<file path="src/rtl/core/coo2csc_pkg.sv">
// ----------------------------------------------------------------------------
// coo2csc_pkg
// Shared types and codes of the triplet to compressed-column converter.
// ----------------------------------------------------------------------------
package coo2csc_pkg;

  localparam int FUNC_W = 3;
  localparam int ROW_W  = 10;
  localparam int COL_W  = 10;
  localparam int VAL_W  = 64;
  localparam int IDX_W  = 11;
  localparam int NCOL_W = 11;
  localparam int STAT_W = 2;
  localparam int PTR_W  = 11;

  localparam logic [FUNC_W-1:0] FUNC_CLEAR    = 3'd0;
  localparam logic [FUNC_W-1:0] FUNC_LOAD     = 3'd1;
  localparam logic [FUNC_W-1:0] FUNC_COMPRESS = 3'd2;
  localparam logic [FUNC_W-1:0] FUNC_RD_PTR   = 3'd3;
  localparam logic [FUNC_W-1:0] FUNC_RD_ENTRY = 3'd4;

  localparam logic [STAT_W-1:0] STATUS_OK       = 2'd0;
  localparam logic [STAT_W-1:0] STATUS_LOAD_ERR = 2'd1;
  localparam logic [STAT_W-1:0] STATUS_READ_ERR = 2'd2;

  typedef struct packed {
    logic [FUNC_W-1:0] func;
    logic [ROW_W-1:0]  row;
    logic [COL_W-1:0]  col;
    logic [VAL_W-1:0]  value;
    logic [IDX_W-1:0]  index;
  } req_t;

  typedef struct packed {
    logic [STAT_W-1:0] status;
    logic [PTR_W-1:0]  pointer;
    logic [ROW_W-1:0]  row_out;
    logic [VAL_W-1:0]  value_out;
  } rsp_t;

  typedef struct packed {
    logic [ROW_W-1:0] row;
    logic [COL_W-1:0] col;
    logic [VAL_W-1:0] value;
  } load_entry_t;

  typedef struct packed {
    logic [ROW_W-1:0] row;
    logic [VAL_W-1:0] value;
  } packed_entry_t;

  typedef enum logic [3:0] {
    ST_IDLE,
    ST_CLR,
    ST_CNT_RD,
    ST_CNT_FRD,
    ST_CNT_WR,
    ST_PFX_RD,
    ST_PFX_WR,
    ST_SCT_RD,
    ST_SCT_FRD,
    ST_SCT_WR
  } state_t;

  typedef enum logic [1:0] {
    RK_REG,
    RK_PTR,
    RK_ENT
  } res_kind_t;

  typedef struct packed {
    logic accept;
    logic clr;
    logic cnt_rd;
    logic cnt_frd;
    logic cnt_wr;
    logic pfx_rd;
    logic pfx_wr;
    logic sct_rd;
    logic sct_frd;
    logic sct_wr;
  } cmd_t;

  typedef struct packed {
    logic c_end;
    logic k_end;
    logic col_in_range;
  } dp_stat_t;

endpackage

</file>
<file path="src/rtl/core/coo2csc_ctrl.sv">
// ----------------------------------------------------------------------------
// coo2csc_ctrl
// Controller: accepts items and sequences the compress passes.
// ----------------------------------------------------------------------------
module coo2csc_ctrl
  import coo2csc_pkg::*;
(
  input  logic              clk,
  input  logic              rst,
  input  logic              start,
  input  logic [FUNC_W-1:0] func,
  input  dp_stat_t          stat,
  output cmd_t              cmd,
  output logic              busy
);

  state_t state, state_next;

  always_ff @(posedge clk) begin
    if (rst) begin
      state <= ST_IDLE;
    end else begin
      state <= state_next;
    end
  end

  always_comb begin
    state_next = state;
    cmd        = '0;
    case (state)
      ST_IDLE: begin
        cmd.accept = start;
        if (start && func == FUNC_COMPRESS) begin
          state_next = ST_CLR;
        end
      end
      ST_CLR: begin
        cmd.clr = 1'b1;
        if (stat.c_end) begin
          state_next = ST_CNT_RD;
        end
      end
      ST_CNT_RD: begin
        cmd.cnt_rd = 1'b1;
        state_next = stat.k_end ? ST_PFX_RD : ST_CNT_FRD;
      end
      ST_CNT_FRD: begin
        cmd.cnt_frd = 1'b1;
        state_next  = stat.col_in_range ? ST_CNT_WR : ST_CNT_RD;
      end
      ST_CNT_WR: begin
        cmd.cnt_wr = 1'b1;
        state_next = ST_CNT_RD;
      end
      ST_PFX_RD: begin
        cmd.pfx_rd = 1'b1;
        state_next = stat.c_end ? ST_SCT_RD : ST_PFX_WR;
      end
      ST_PFX_WR: begin
        cmd.pfx_wr = 1'b1;
        state_next = ST_PFX_RD;
      end
      ST_SCT_RD: begin
        cmd.sct_rd = 1'b1;
        state_next = stat.k_end ? ST_IDLE : ST_SCT_FRD;
      end
      ST_SCT_FRD: begin
        cmd.sct_frd = 1'b1;
        state_next  = stat.col_in_range ? ST_SCT_WR : ST_SCT_RD;
      end
      ST_SCT_WR: begin
        cmd.sct_wr = 1'b1;
        state_next = ST_SCT_RD;
      end
      default: begin
        state_next = ST_IDLE;
      end
    endcase
  end

  assign busy = (state != ST_IDLE);

endmodule

</file>
<file path="config.mk">
export PLATFORM = sky130hd
export DESIGN_NAME = coo2csc_ctrl
export DESIGN_NICKNAME = d
export VERILOG_FILES = /design/src/rtl/core/coo2csc_pkg.sv /design/src/rtl/core/coo2csc_ctrl.sv
export SDC_FILE = /design/constraint.sdc
export NUM_CORES = 1
export LEC_CHECK = 0
export BUFFER_PORTS_ARGS = -buffer_cell sky130_fd_sc_hd__buf_4
export CAP_MARGIN = 10
export CORE_AREA = 3 3 40 42
export CTS_CLUSTER_SIZE = 10
export DETAILED_ROUTE_END_ITERATION = 8
export DIE_AREA = 0 0 43 45
export GPL_ROUTABILITY_DRIVEN = 1
export HOLD_SLACK_MARGIN = 0.08
export RECOVER_POWER = 25
export SYNTH_ARGS = -nofsm -noshare
export SYNTH_HDL_FRONTEND = slang
export SYNTH_SLANG_ARGS = --single-unit
</file>
<file path="constraint.sdc">
create_clock -name clk -period 3.8 [get_ports clk]
set_clock_uncertainty 0.05 [all_clocks]
set_input_delay 0.38 -clock clk [delete_from_list [all_inputs] [get_ports clk]]
set_output_delay 0.38 -clock clk [all_outputs]
set_load 0.01 [all_outputs]
</file>
; Yosys cells after proc, flatten, opt, wreduce, memory -nomap -nowiden
; Index checks and enable logic that the tools add are counted.
[classes]
n_eq_ne = 12
mux = 18
reduce_logical = 4
[ops]
columns = cell, n
row1 = $pmux W4 S10, 1
row2 = $eq A4 B3 Y1 const B, 4
row3 = $mux W4, 4
row4 = $mux W1, 11
row5 = $eq A4 B2 Y1 const B, 2
row6 = $eq A4 B4 Y1 const B, 2
row7 = $mux W3, 2
row8 = $eq A4 B1 Y1 const B, 1
row9 = $logic_not A4 Y1, 1
row10 = $ne A2 B2 Y1 const B, 2
row11 = $reduce_bool A4 Y1, 1
row12 = $eq A3 B2 Y1 const B, 1
row13 = $reduce_and A2 Y1, 1
row14 = $logic_and A1 B1 Y1, 1
[totals]
input_bits = 9
reg_bits = 4

; Depth between registers and ports, before layout
[logic_depth]
depth_word = 4
ltp_mapped = 4
mapped_depth_nobuf = 3

; Worst setup path before layout
; Ideal clock, no wire load.
[synth_path]
path_kind = flip-flop to output port
from = register state[0]
to = output port cmd[1] in the netlist's numbering
arrival_ps = 1012
n_path_buf = 1
path_slack_ps = 2358
stages_incl_launch_ff = 3
cell_sequence = dfxtp_1 -> buf_2 -> nor4b_1
[synth_rtl]
columns = item, line
row1 = from (decl), coo2csc_ctrl.sv:17  ; state_t state, state_next;
row2 = from (signal assigned), coo2csc_ctrl.sv:23  ; state <= state_next;
row3 = to (decl), coo2csc_ctrl.sv:13  ; output cmd_t cmd,

==> results.toml <==
[placed_design]
port_buffers = 19
dpl.hpwl_um = 762
dp.cells = 84
finalWeightedCongestion = 0.723
dpl_cell_area_um2 = 520

[floorplan]
rows = 13
die_h_um = 45
fp.coreArea_mm2 = 0.00128
dieArea_mm2 = 0.00194
ioPinCount = 20
start_util_pct = 30.4
die_w_um = 43

[yosys]
synth_top_area_share_pct = 20.5
synth_nets = 63
synth-seq-cells = 4
synth-main-ff-cell = "dfxtp_1"
async_flop_share_pct = 0
yosysSeqAreaShare_pct = 20.5
netlist_instances = 54
synth_edf_count = 0
syn-cell-area_um2 = 390
synth.distinct_cells = 30
postSynthAreaPerCell_um2 = 7.23
ys_warn_count = 0
synth.area.top_cells = "dfxtp_1, nand2b_1, nor2b_1"
yosysMostFrequentCell = "nor2_1"
synthTopCellsByCount = "nor2_1, dfxtp_1, nand2b_1, nor2b_1, nor3_1"
yosysTopAreaCell = "dfxtp_1"

[global_routing]
grt_pass1_wl_mm = 1.67
grt_pass1_vias = 369
grt_max_degree = 17
grt_antenna_before_repair = 0
grt_overflow = 0
grt.total_usage_pct = 11.2

[timing]
rsz0062_at_grt = "false"
finalCriticalPeriod_ns = 1.83
setup_violations = 0
holdWs_ns = 0.283
drv_slew = 0
fmax_ghz = 0.546
worst_pin_slew_ns = 0.476
hold_viol = 0
fin_crit_sh_pct = 48.2
fin_setup_tns_ns = 0
relSlewSlack_pct = 68.2

[setup_path]
end_kind = "output pin"
r2r-start = "state[0]$_SDFFE_PP0P_"
critPathLaunchType = "register"
rrSetupSlack_ns = 2.36
r2r_cells = 3
arrival_ns = 1.40
crit_path_max_fanout = 16
crit_required_ns = 3.37
crit_type = "reg -> out"
rr_endpoint = "state[3]$_SDFFE_PP0P_"

[clocking]
cts_tree = "done"
ctsRootBufferMaster = "clkbuf_4"
clk_pin_slew_worst_paths_ns = 0.04
clock_sinks = 4
cts_resized = 0
clk_latency_ns = 0.24
cts_hold_buf = 0
post_cts_buffers = 0
clockBufferDepth = 2
cts_made_buffers = 3
cts.htree.levels = 1

[pwr]
p_leak_nw = 0.242
p_clk_share_pct = 38.2
swShare_pct = 31.4
power_density_mw_per_mm2 = 273
seqPwrFrac_pct = 35.1
combPwrFrac_pct = 26.7
p_int_mw = 0.102
irDropWorstVdd_mv = 0.110
switchingPower_mw = 0.0466

[worst_hold_path]
worstHoldEndpoint = "state[2]$_SDFFE_PP0P_"
hp-start = "rst"
hold_depth = 2
hp-class = "in -> reg"

[detailed_routing]
wirelength_mm = 1.08
route.met3.wl_um = 97
drt_iter0_markers = 11
postRouteAntennaNets = 0
drt_first_pass_iters = 4
wl_met2_um = 470
highest_layer = "met3"
wl_met1_um = 514
vias = 443
vias_per_cell = 5.09
wl_per_cell_um = 12.4
drc = 0

[layout]
antenna_cells = 0
largest_reg_flops = 4
drive_gt1_share_pct = 31.9
instances_no_fill = 87
syn2layout_area_growth_pct = 39.1
finalInstanceArea_um2 = 543
top_regs = "state: 4 flops"
top_register = "state"
nets = 83

[status]
status = "complete, no violations"

[job]
cap_violations = 0
-- layout by cell type, fill, tap and decap left out --
master / count
xor2_1: 1
nand2_1: 3
nor2_1: 6
nand3b_1: 1
nor4_1: 1
inv_1: 2
a31oi_1: 1
nor4b_1: 1
o21ai_0: 3
a311oi_1: 1
dfxtp_1: 4
a311o_1: 1
a21oi_1: 1
buf_4: 19
o21a_1: 1
or3_1: 1
or2_2: 1
nand3_1: 1
nor3b_1: 1
clkbuf_4: 3
nand4bb_1: 1
nand2b_1: 4
a211oi_1: 1
and3_1: 2
o2bb2ai_1: 1
nor3_1: 4
and4b_1: 1
nor2b_1: 4
and3b_1: 1
-- layout make-up --
type	instances	area, µm²
Sequential cell	4	80.1
Fill cell	150	742
Tap cell	15	18.8
Clock buffer	3	22.5
Inverter	2	7.51
Multi-Input combinational cell	44	272
Timing Repair Buffer	19	143
-- routing by layer --
layer / up-vias / GRT usage (%)
met5: - / 0
met4: 0 / 1.81
met3: 0 / 4.38
met2: 16 / 17.4
met1: 196 / 15.1
li1: 231 / -
-- through the flow --
step | power, mW | utilization (%) | setup slack (ns)
2_1_floorplan | 0.0741 | - | 2.36
3_3_place_gp | 0.0918 | 40.5 | 2.28
3_5_place_dp | 0.0926 | 40.5 | 2.21
4_1_cts | 0.151 | 42.3 | 1.96
5_1_grt | 0.159 | 42.3 | 1.82
6_report | 0.148 | 42.3 | 1.97
-- power by group through the flow --
stage	clock [mW]	sequential, mW	combinational (mW)
after global routing	0.0615	0.0529	0.0449
after CTS	0.0584	0.0519	0.0402
after floorplan	0	0.0470	0.0271
final	0.0567	0.0521	0.0396
after global placement	0	0.0523	0.0395
after detailed placement	0	0.0527	0.0399
-- worst max path at each step --
stage,from,end,slack [ns],cells past startpoint
2_1_floorplan,state[0]$_SDFFE_PP0P_,cmd[1],2.36,2
3_3_place_gp,state[3]$_SDFFE_PP0P_,cmd[1],2.28,2
3_5_place_dp,state[3]$_SDFFE_PP0P_,cmd[1],2.21,2
4_1_cts,state[3]$_SDFFE_PP0P_,cmd[1],1.96,2
5_1_grt,state[3]$_SDFFE_PP0P_,cmd[1],1.82,2
6_report,state[0]$_SDFFE_PP0P_,cmd[8],1.97,3
-- cells by family (layout without fill, tap and decap cells) --
group | after synthesis | count (layout) | synth area share [%]
DFF | 4 | 4 | 20.5
and+or+nand+nor | 33 | 33 | 49.7
xor gates and xnor gates | 1 | 1 | 2.24
buffers and inverters | 6 | 24 | 9.93
AOI/OAI and AO/OA | 10 | 10 | 17.6
-- worst max-delay path: stages (launching register included) --
cell and delay (ns):
dfxtp_1 0.61, nand2b_1 0.22, nor3_1 0.18, buf_4 0.15
No activity file was read; power rests on OpenSTA's default activity.
